`src/sv/awvn_pkg.sv`:
```
`timescale 1ns / 1ps

package awvn_pkg;

    localparam int MAX_VERTICES = 1024;            // power of two
    localparam int IDX_W        = $clog2(MAX_VERTICES);
    localparam int INDEX_W      = 10;
    localparam int POS_W        = 16;
    localparam int ACC_W        = 48;
    localparam int FIFO_DEPTH   = 4;               // power of two

    localparam logic [33:0]        LEN_FLOOR  = 34'd7;
    localparam logic signed [15:0] ONE_Q14    = 16'sd16384;
    localparam logic [16:0]        PI_Q14     = 17'd51472;
    localparam logic [15:0]        ANGLE_MIN  = 16'd2;
    localparam logic signed [19:0] HALF_PI_Q16 = 20'sd102944;
    localparam logic [33:0]        ONE_Q28    = 34'd268435456;
    localparam logic [33:0]        SQ_BIT0    = 34'd4294967296;

    typedef enum logic [1:0] {
        OP_LOAD = 2'd0,
        OP_TRI  = 2'd1,
        OP_READ = 2'd2,
        OP_NONE = 2'd3
    } t_op;

    typedef struct packed {
        t_op                     kind;
        logic [IDX_W-1:0]        idx_a;
        logic [IDX_W-1:0]        idx_b;
        logic [IDX_W-1:0]        idx_c;
        logic signed [POS_W-1:0] pos_x;
        logic signed [POS_W-1:0] pos_y;
        logic signed [POS_W-1:0] pos_z;
    } t_cmd;

    // Arctangent of 2^-i in Q.16.
    function automatic logic [15:0] atan_q16(input logic [3:0] i);
        logic [15:0] v;
        case (i)
            4'd0:    v = 16'd51472;
            4'd1:    v = 16'd30386;
            4'd2:    v = 16'd16055;
            4'd3:    v = 16'd8150;
            4'd4:    v = 16'd4091;
            4'd5:    v = 16'd2047;
            4'd6:    v = 16'd1024;
            4'd7:    v = 16'd512;
            4'd8:    v = 16'd256;
            4'd9:    v = 16'd128;
            4'd10:   v = 16'd64;
            4'd11:   v = 16'd32;
            4'd12:   v = 16'd16;
            4'd13:   v = 16'd8;
            4'd14:   v = 16'd4;
            default: v = 16'd2;
        endcase
        return v;
    endfunction

endpackage

```
`src/sv/awvn_front.sv`:
```
`timescale 1ns / 1ps

module awvn_front (
    input  logic                                i_clk,
    input  logic                                i_rst_n,
    input  logic                                i_valid,
    output logic                                o_stall,
    input  logic [1:0]                          i_opcode,
    input  logic [awvn_pkg::INDEX_W-1:0]        i_index_a,
    input  logic [awvn_pkg::INDEX_W-1:0]        i_index_b,
    input  logic [awvn_pkg::INDEX_W-1:0]        i_index_c,
    input  logic signed [awvn_pkg::POS_W-1:0]   i_pos_x,
    input  logic signed [awvn_pkg::POS_W-1:0]   i_pos_y,
    input  logic signed [awvn_pkg::POS_W-1:0]   i_pos_z,
    output awvn_pkg::t_cmd                      o_cmd,
    output logic                                o_cmd_valid,
    input  logic                                i_cmd_pop
);

    import awvn_pkg::*;

    localparam int PW = $clog2(FIFO_DEPTH);

    t_cmd          r_q [FIFO_DEPTH];
    logic [PW-1:0] r_wp;
    logic [PW-1:0] r_rp;
    logic [PW:0]   r_cnt;
    t_cmd          in_cmd;
    logic          push;

    // Decode the word into a command; indices wrap to the store size.
    always_comb begin
        in_cmd.kind  = t_op'(i_opcode);
        in_cmd.idx_a = IDX_W'(i_index_a % MAX_VERTICES);
        in_cmd.idx_b = IDX_W'(i_index_b % MAX_VERTICES);
        in_cmd.idx_c = IDX_W'(i_index_c % MAX_VERTICES);
        in_cmd.pos_x = i_pos_x;
        in_cmd.pos_y = i_pos_y;
        in_cmd.pos_z = i_pos_z;
    end

    assign o_stall     = (r_cnt == (PW+1)'(FIFO_DEPTH));
    assign push        = i_valid && !o_stall;
    assign o_cmd       = r_q[r_rp];
    assign o_cmd_valid = (r_cnt != '0);

    always_ff @(posedge i_clk) begin
        if (!i_rst_n) begin
            r_wp  <= '0;
            r_rp  <= '0;
            r_cnt <= '0;
        end else begin
            if (push) begin
                r_wp <= r_wp + PW'(1);
            end
            if (i_cmd_pop) begin
                r_rp <= r_rp + PW'(1);
            end
            case ({push, i_cmd_pop})
                2'b10:   r_cnt <= r_cnt + (PW+1)'(1);
                2'b01:   r_cnt <= r_cnt - (PW+1)'(1);
                default: r_cnt <= r_cnt;
            endcase
        end
    end

    always_ff @(posedge i_clk) begin
        if (push) begin
            r_q[r_wp] <= in_cmd;
        end
    end

endmodule

```
`config.mk`:
```
export PLATFORM = sky130hd
export DESIGN_NAME = awvn_front
export DESIGN_NICKNAME = d
export VERILOG_FILES = /design/src/sv/awvn_pkg.sv /design/src/sv/awvn_front.sv
export SDC_FILE = /design/constraint.sdc
export NUM_CORES = 1
export LEC_CHECK = 0
export ABC_CLOCK_PERIOD_IN_PS = 10500
export BUFFER_PORTS_ARGS = -buffer_cell sky130_fd_sc_hd__buf_2
export CORE_ASPECT_RATIO = 1.2
export CORE_MARGIN = 3
export CORE_UTILIZATION = 45
export DETAILED_ROUTE_END_ITERATION = 12
export GPL_TIMING_DRIVEN = 0
export PLACE_DENSITY = 0.73
export SLEW_MARGIN = 25
export SYNTH_ARGS = -nofsm -noshare
export SYNTH_HDL_FRONTEND = slang
export SYNTH_SLANG_ARGS = --single-unit
```
`constraint.sdc`:
```
create_clock -name i_clk -period 10.5 [get_ports i_clk]
set_clock_uncertainty 0.05 [all_clocks]
set_input_delay 2.1 -clock i_clk [delete_from_list [all_inputs] [get_ports i_clk]]
set_output_delay 2.1 -clock i_clk [all_outputs]
set_load 0.03 [all_outputs]
```
==> metrics <==
Worst Max-Slew Pin Slew=563.3 ps; clock buffer depth=3; gr usage total=14.80%; worst r2r path cells=10; via/cell ratio=5.196; grt total ovfl=0; Pre-antenna DRT Iters=4; pins over their slew limit=0; RSZ-0062 raised after global routing=false; Fin Setup TNS=0 ps; synthesized flop and latch total=329; Fmax=0.2288 GHz; DR vias=5373; CP Launch Type=register; largest family of logic cells by synthesized area=multiplexers; Synth Area in Adders=0.6827%; Hold-fix buffers, CTS=0; first-pass GRT wire length=33050 um; initial core utilization=45.91%; Core Region=26350 um2; Area Growth Syn to Fin=19.72%; Root Driver=clkbuf_16; Max-cap violations=0; Max-slew headroom=62.45%; share of cells above drive strength 1=44.70%; GPL Wtd Cong=0.7358; CTS resizes=0; main area contributors after synthesis=edfxtp_1 79%, mux4_2 15%, dfxtp_1 1.5%, buf_12 1.3%, ha_1 0.52%; Period minus WS final=4370 ps; Clk Latency, worst-skew pair=530 ps; Synth cell types=21; Syn Area/Cell=25.79 um2; worst hold-check path type=register to register; Clock transition at path regs=60 ps; CP Max Fanout=10; Placement Rows=65; Post-DP HPWL=14020 um; synthesized area=12100 um2; vias in the first global route=5964; worst vdd ir=0.0001391 V; static leakage=4.886 nW; period utilisation layout=41.62%; hold path cells=2; status=finished, final reports clean; # H-tree levels=1; compound-gate portion of the synthesized area=0.1448%; die area=28890 um2; die height=185.6 um; hold slack=461.3 ps; IO Port Bufs=164; largest net degree at the start of global routing=31; setup slack, reg-to-reg=8150 ps; Gate Count Post-Synth=469; CP Capture Type=output pin; Synth top area share=79.44%; WL final=21360 um; DR iter-0 viols=253; post-route ant nets=0; Seq/Total Area, Yosys=80.93%; hold violation total from the final report=0; final-report setup violation count=0; WP data required=8350 ps; power per cell area=211.4 nW/um2; initial antenna violation count=3; CTS sink cnt=329; CTS tree=done; simple-gate share of the synthesized area=0.8688%; total CTS buffers=31; Avg WL per Cell=20.66 um; Post-CTS Setup Bufs=0; number of I/O pins=166; Die W=155.7 um; YS warnings=0; Arr. time, crit path=2220 ps; crit path kind=register to output pin; Synthesized Nets=559; top cell type by total area after synthesis=edfxtp_1; mux share of post-synthesis cell area=15.06%; Nets=764; Synth Area in XOR/XNOR=0.2896%; Residual DRC=0
[cells by family after synthesis]
family / count (synthesis)
flops: 329
mux: 82
buf+inv: 26
simple gates: 19
fa+ha+maj: 6
xor+xnor: 4
compound gates: 3
[worst paths after layout]
kind,startpoint,endpoint
setup reg to reg,r_cnt[2]$_SDFFE_PN0P_,r_cnt[2]$_SDFFE_PN0P_
hold / removal,r_wp[1]$_SDFFE_PN0P_,r_wp[1]$_SDFFE_PN0P_
setup / recovery,register,o_cmd[60]
hold reg to reg,r_wp[1]$_SDFFE_PN0P_,r_wp[1]$_SDFFE_PN0P_
[per-layer routing]
| layer | vias to the layer above | wire, um | global-route usage [%] |
|---|---|---|---|
| met1 | 2786 | 8358 | 18.79 |
| met2 | 137 | 11420 | 26.36 |
| met5 | - | 38 | 0 |
| met4 | 6 | 421 | 3.853 |
| met3 | 39 | 1123 | 2.884 |
| li1 | 2405 | - | - |
[stage by stage]
stage | cell area (um2) | worst slack [ps] | cells | total power, mW | util (%)
3_3_place_gp | 13340 | 4150 | 968 | 2.027 | 50.61
2_1_floorplan | 12100 | 5658 | 469 | 1.896 | -
5_1_grt | 14480 | 5921 | 1033 | 3.187 | 54.95
3_5_place_dp | 13510 | 6516 | 976 | 2.045 | 51.26
4_1_cts | 14480 | 6000 | 1033 | 3.107 | 54.95
6_report | 14480 | 6130 | 1034 | 3.062 | 54.96
[where the power goes]
group | switching (mW) | leakage (nW) | internal, mW
clock | 0.430 | 0.467 | 0.625
combinational | 0.278 | 1.41 | 0.167
sequential | 0.0210 | 3.01 | 1.54
[synth_stat cells]
master	n
or3_1	2
buf_1	1
nand2_1	6
buf_12	8
mux4_2	80
nor3b_1	1
nor2b_1	1
dfxtp_1	9
buf_6	1
xnor2_1	2
fa_1	1
xor2_1	2
edfxtp_1	320
clkbuf_1	2
buf_2	8
a21boi_0	1
mux2i_1	2
and2_1	9
inv_1	6
ha_1	5
o21ai_0	2
[flip-flops by register name, summed over array words and instances, names as in the netlist, named ones only]
signal,flops
r_q,320
r_cnt,3
r_rp,2
r_wp,2
[worst max-delay path, stage by stage, from the launching register on]
cell,delay [ps]
dfxtp_1,300
buf_1,440
buf_2,380
mux4_2,360
buf_2,200
[layout make-up]
class,instances,area [um2]
Clock inverter,11,131.4
Multi-Input combinational cell,114,2072
Timing Repair Buffer,172,980.9
Buffer,20,222.7
Tap cell,335,419.2
Antenna cell,1,2.502
Clock buffer,46,842.1
Fill cell,2005,11870
Sequential cell,329,9789
Inverter,6,22.52
[layout by cell type (no fill, tap or decap)]
cell type	Yosys	routed
clkbuf_1	2	16
nand2_1	6	6
clkbuf_8	0	1
buf_2	8	172
a21boi_0	1	1
clkinvlp_4	0	1
nor3b_1	1	1
buf_6	1	1
inv_1	6	6
clkinv_1	0	4
mux2i_1	2	2
clkbuf_16	0	31
buf_1	1	1
buf_12	8	16
fa_1	1	1
clkinv_4	0	1
edfxtp_1	320	320
ha_1	5	5
bufinv_16	0	3
dfxtp_1	9	9
clkinv_2	0	2
or3_1	2	2
o21ai_0	2	2
xor2_1	2	2
xnor2_1	2	2
and2_4	0	4
nor2b_1	1	1
and2_1	9	5
mux4_2	80	80
diode_2	0	1
Note: power is estimated with default switching activity, not from simulation.
